===== src/rtl/core/mtg_pkg.sv =====
`timescale 1ns / 1ps

package mtg_pkg;

  localparam int DATA_W = 32;
  localparam int OP_W = 2;
  localparam int IN_DATA_W = 2 * DATA_W;

  localparam int STATE_WORDS_DEF = 624;
  localparam int TAP_OFFSET_DEF = 397;

  localparam logic [16:0] LCG_MUL = 17'd69069;
  localparam int HALF_SHIFT = 16;
  localparam logic [DATA_W-1:0] TWIST_MATRIX = 32'h9908b0df;
  localparam logic [DATA_W-1:0] TEMPER_B = 32'h9d2c5680;
  localparam logic [DATA_W-1:0] TEMPER_C = 32'hefc60000;

  typedef enum logic [OP_W-1:0] {
    OP_SEED     = 2'd0,
    OP_DRAW     = 2'd1,
    OP_DRAW_MOD = 2'd2
  } op_t;

  typedef enum logic [3:0] {
    ST_IDLE,
    ST_SEED_A,
    ST_SEED_B,
    ST_TW_PRIME,
    ST_TW_RUN,
    ST_READ,
    ST_TEMPER,
    ST_DIV,
    ST_HOLD
  } state_t;

  typedef struct packed {
    logic              start;
    logic [DATA_W-1:0] dividend;
    logic [DATA_W-1:0] divisor;
  } div_req_t;

endpackage


===== src/rtl/core/mtg_mod.sv =====
`timescale 1ns / 1ps

module mtg_mod (
  input  logic                     clk,
  input  logic                     rst_n,
  input  mtg_pkg::div_req_t        req,
  output logic                     done,
  output logic [mtg_pkg::DATA_W-1:0] remainder
);

  import mtg_pkg::*;

  localparam int CW = $clog2(DATA_W + 1);

  logic              busy_r;
  logic              done_r;
  logic [CW-1:0]     cnt_r;
  logic [DATA_W-1:0] dq_r;
  logic [DATA_W-1:0] divisor_r;
  logic [DATA_W-1:0] rem_r;
  logic [DATA_W:0]   rem_sh;
  logic [DATA_W:0]   diff;
  logic [DATA_W-1:0] rem_nxt;

  always_comb begin
    rem_sh = {rem_r, dq_r[DATA_W-1]};
    diff = rem_sh - {1'b0, divisor_r};
    rem_nxt = (rem_sh >= {1'b0, divisor_r}) ? diff[DATA_W-1:0] : rem_sh[DATA_W-1:0];
  end

  always_ff @(posedge clk) begin
    if (!rst_n) begin
      busy_r <= 1'b0;
      done_r <= 1'b0;
    end else begin
      done_r <= 1'b0;
      if (req.start) begin
        busy_r <= 1'b1;
      end else if (busy_r && cnt_r == CW'(DATA_W - 1)) begin
        busy_r <= 1'b0;
        done_r <= 1'b1;
      end
    end
  end

  always_ff @(posedge clk) begin
    if (req.start) begin
      dq_r <= req.dividend;
      divisor_r <= req.divisor;
      rem_r <= '0;
      cnt_r <= '0;
    end else if (busy_r) begin
      dq_r <= {dq_r[DATA_W-2:0], 1'b0};
      rem_r <= rem_nxt;
      cnt_r <= cnt_r + CW'(1);
    end
  end

  assign done = done_r;
  assign remainder = rem_r;

endmodule


===== config.mk =====
export PLATFORM = sky130hd
export DESIGN_NAME = mtg_mod
export DESIGN_NICKNAME = d
export VERILOG_FILES = /design/src/rtl/core/mtg_pkg.sv /design/src/rtl/core/mtg_mod.sv
export SDC_FILE = /design/constraint.sdc
export NUM_CORES = 1
export LEC_CHECK = 0
export BUFFER_PORTS_ARGS = -buffer_cell sky130_fd_sc_hd__buf_4
export CAP_MARGIN = 20
export CELL_PAD_IN_SITES_DETAIL_PLACEMENT = 0
export CELL_PAD_IN_SITES_GLOBAL_PLACEMENT = 2
export CORE_MARGIN = 2
export CORE_UTILIZATION = 36
export DETAILED_ROUTE_END_ITERATION = 6
export MAX_ROUTING_LAYER = met4
export PLACE_DENSITY = 0.78
export SLEW_MARGIN = 20
export SYNTH_ARGS = -nofsm -noshare
export SYNTH_HDL_FRONTEND = slang
export SYNTH_SLANG_ARGS = --single-unit

===== constraint.sdc =====
create_clock -name clk -period 3.35 [get_ports clk]
set_input_delay 0.8375 -clock clk [delete_from_list [all_inputs] [get_ports clk]]
set_output_delay 0.8375 -clock clk [all_outputs]
set_load 0.1 [all_outputs]

* Yosys cells after proc, flatten, opt, wreduce, memory -nomap -nowiden *
Index checks and enable logic that the tools add are counted.

cells by class
  $add $sub $neg = 2
  $lt $le $gt $ge = 1
  equality and inequality tests = 1
  multiplexer cells = 6
  bitwise operators = 1
  reduce and logical (&&, ||, !) cells = 4

operators by type and width
  kind                                                                    number
  32-bit 2-to-1 mux                                                       3
  33-bit by 32-bit >= comparator with 1-bit output                        1
  32-bit subtractor                                                       1
  6-bit by 1-bit adder with 6-bit output (second input constant)          1
  6-bit by 5-bit equality test with 1-bit output (second input constant)  1
  2-bit nonzero test                                                      2
  1-bit 2-to-1 mux                                                        3
  2-bit OR reduction                                                      1
  1-bit logical AND                                                       1
  1-bit NOT                                                               1

storage, ports and cells
  flip-flop bits (word level) = 104
  output and inout bits = 33
  logic and storage cells = 21

* Logic depth before layout (Yosys ltp) *
  depth in word-level cells = 4
  gate-level depth with buffers = 13

* Worst setup path before layout *
Ideal clock, no wire load.

  path type = register to register
  from = register rem_r[25], in the netlist remainder[25]
  to = register rem_r[2], in the netlist remainder[2]
  library setup time = 0.134 ns
  arrival time = 3.350 ns
  slack = -0.134 ns
  cell stages (with the launch flop) = 12
  period minus slack after synthesis = 3.484 ns
  cells stage by stage = dfxtp_1 > ha_1 > a211oi_2 > o21bai_1 > a21o_1 > a221o_1 > a211o_1 > or2_1 > buf_6 > buf_6 > o211ai_1 > a21oi_1

between the ends
  cells in the longest elaborated chain, start to end = 2

RTL lines
  element                                           line           RTL
  start: declaration                                mtg_mod.sv:20  logic [DATA_W-1:0] rem_r;
  start signal: assignment                          mtg_mod.sv:54  rem_r <= rem_nxt;
  33-bit by 32-bit >= comparator with 1-bit output  mtg_mod.sv:28  rem_nxt = (rem_sh >= {1'b0, divisor_r}) ? diff[DATA_W-1:0] : rem_sh[DATA_W-1:0];
  32-bit 2-to-1 mux                                 mtg_mod.sv:28

No other way between the ends.
A chain may end at the register's enable or synchronous reset.

* Worst setup path in the final report *
  from = register rem_r[0], in the netlist remainder[0]
  to = register rem_r[7], in the netlist remainder[7]

between the ends
  cells in the longest elaborated chain, start to end = 2

RTL lines
  element                                                                                line
  32-bit subtractor or 33-bit by 32-bit >= comparator with 1-bit output (tied branches)  mtg_mod.sv:27, mtg_mod.sv:28
  32-bit 2-to-1 mux *                                                                    mtg_mod.sv:28

Every way passes the cells marked *; elsewhere a longest branch is shown, timed or not.

==> run metrics <==
status=complete, no violations; CTS clk-pin slew, worst paths=0.09 ns; post-layout min period=3.09 ns; CTS sink count=104; Adder-Cell Fraction of Synth Area=7.18%; via count=4888; Critical Path RT=3.62 ns; largest family of logic cells by synthesized area=compound AO/OA/AOI/OAI gates; max-cap viol count=0; Final Max Tran Viols=0; I/O pins=100; Max clock buf depth=2; number of synthesized flops with an enable pin=64; pre-CTS WS=0.196 ns; Synth Warn #=0; max_slew headroom=51.2%; crit path launch type=flip-flop; Synth Area in XOR/XNOR=2.76%; CTS tree=done; slowest cell on the critical path=or3_1; clk_lat worst skew=0.37 ns; total grt overflow=0; # fillers=1633; synthesized area per cell=9.84 sq um; total power=0.00388 W; Internal=0.00245 W; per-cell routed wire length=15.9 um; sequential share of the synthesized area=45.2%; Mapped Area=6030 sq um; Overall Global Routing Usage=17.5%; initial drt markers=296; Setup Skew=0.0150 ns; sw frac=36.9%; Yosys cell types=63; GPL Wtd Cong=0.787; Setup Viol. Count Final=0; min setup slack post-route=0.259 ns; DR vias/cell=5.24; most frequent cells in the layout=buf_4 (113), nand2_1 (66), edfxtp_1 (64), nor2_1 (55), inv_1 (45); remaining antenna violation count after routing=0; Syn Inst Count=613; TritonRoute pass-1 iters=4; first-pass GRT wire length=24400 um; final setup TNS=0 ns; LEAKAGE=3.07 nW; worst hold slack=0.493 ns; Buffers on Ports=99; Die W=133 um; Post-synth ARST share=0%; nets=808; drt total wl=14800 um; Worst Hold Class=reg2reg; Final Hold Viols=0; Starting Density=36.6%; crit end category=flip-flop; CTS root buf=clkbuf_16; share of layout cells above drive strength 1=25.0%; ys flop type=edfxtp_1; Sw Pwr=0.00143 W; fin crit share=92.3%; post-detail-place hpwl=11000 um; CP max stage delay=0.39 ns; Worst Path Class, Setup=reg2reg; H-tree depth=3; core area=16500 sq um; initial antenna violation count=0; most common cell after layout, fill and taps aside=buf_4; Post-route DRC=0; Peak VDD IR=315 uV; # diodes=0; vias in the first global route=4826; compound-cell area share of the yosys netlist=18.6%; clock network power share=29.5%; worst-path fanout max=16; multiplexer area fraction after synthesis=6.47%; Slew @ Worst Pin=0.733 ns; share of power burned in registers=40.2%; die area=17800 sq um; crit-path cells=ha_1, nand2b_1, a211o_1, a211oi_2, o311ai_2, a211oi_4, nor2_4, buf_4, or3_1, a311oi_1; Site Rows=47; syn nets=714; FMAX=0.324 GHz; Synth Register Bits=104; post-synthesis simple-gate area fraction=14.5%; TritonCTS Buffers=9; Arr. time, crit path=3.37 ns; largest net degree at the start of global routing=45; growth of design area from synthesis to finish=21.7%; combinational share of power=30.3%; PD cells=528 nW/um^2; Vert. Die Dim=133 um
## layout make-up
type	count	area, sq um	area share [%]
repair buffers	113	848	11.6
well taps	220	275	3.75
clock buffers	9	225	3.07
flip-flops and latches	104	2730	37.2
inverters	45	169	2.30
multi-input cells	434	2990	40.8
clock inverters	7	101	1.38
## flip-flops by register name, summed over array words and instances (netlist names)
signal and flops:
remainder 32, divisor_r 32, cnt_r 6, busy_r 1, done 1, dq_r 32
## worst max-delay path, delay by kind of cell, from the launching register on
kind / cells / cell delay [ns]
AO/OA/AOI/OAI: 5 / 1.53
adder cells (fa/ha/maj): 1 / 0.33
buffers and inverters: 1 / 0.21
flip-flops: 1 / 0.38
AND/OR/NAND/NOR: 3 / 0.55
## power groups by stage
stage               Sequential [W]  Combinational (W)  Clock, W
CTS                        0.00156            0.00118   0.00118
detailed placement         0.00159            0.00117         0
global route               0.00158            0.00129   0.00122
floorplan                  0.00182           0.000638         0
global placement           0.00159            0.00116         0
finish                     0.00156            0.00117   0.00114
## per-layer routing
layer / GRT usage, % / wire, um / share of wire [%]
met3: 4.91 / 759 / 5.1
met5: - / 0 / 0
met4: 3.19 / 82 / 0.55
met2: 26.5 / 6700 / 45
met1: 23.7 / 7270 / 49
## cell usage after synthesis (all sizes together) (3+ instances only)
cell    number  area, sq um
nor3         9         45.0
xnor2       12          105
nand4        6         37.5
xor2         7         61.3
nor2b        3         18.8
o31ai        5         37.5
o211ai       4         30.0
dfxtp       40          801
a21boi       4         30.0
buf         12         88.8
a31o         3         26.3
nand3       12         60.1
and3         4         25.0
nand2b       5         31.3
a31oi        6         37.5
nor2        56          218
edfxtp      64         1920
o21ai       29          145
ha          33          413
mux2i        3         30.0
and2         6         37.5
inv         45          169
a211oi       6         67.6
a311oi      27          243
mux2        32          360
nand2       66          248
a21oi       35          175
or3          8         50.1
clkbuf      18         67.6
o21a         4         30.0
a21o        13         97.6
a211o        4         35.0
## metrics by stage
| step | std cells | utilization (%) | cell area (sq um) |
|---|---|---|---|
| final | 932 | 44.6 | 7340 |
| after global routing | 932 | 44.6 | 7340 |
| after CTS | 931 | 44.5 | 7320 |
| after detailed placement | 915 | 42.5 | 7000 |
| after global placement | 915 | 42.5 | 7000 |
| after floorplan | 613 | - | 6030 |
## final timing paths
check / start / end / slack (ns) / cells past startpoint
setup / recovery: remainder[0] / remainder[7] / 0.26 / 10
hold / removal: remainder[12] / remainder[13] / 0.49 / 2
setup reg to reg: remainder[0] / remainder[7] / 0.26 / 10
hold reg to reg: remainder[12] / remainder[13] / 0.49 / 2
## logic make-up (layout without fill, tap and decap cells)
group                      count (synthesis)  count (layout)
AOI/OAI and AO/OA                        158             158
xor gates and xnor gates                  19              19
adders and majority gates                 34              34
buffers and inverters                     75             174
DFF                                      104             104
muxes                                     35              35
and+or+nand+nor                          188             188
## repair_timing
action,in CTS,in global routing
buffers inserted,0,1
gates resized for setup,0,3
endpoints found under the hold margin,0,0
endpoints found under the setup margin,0,8
hold buffers,0,0
No activity file was read; power rests on OpenSTA's default activity.
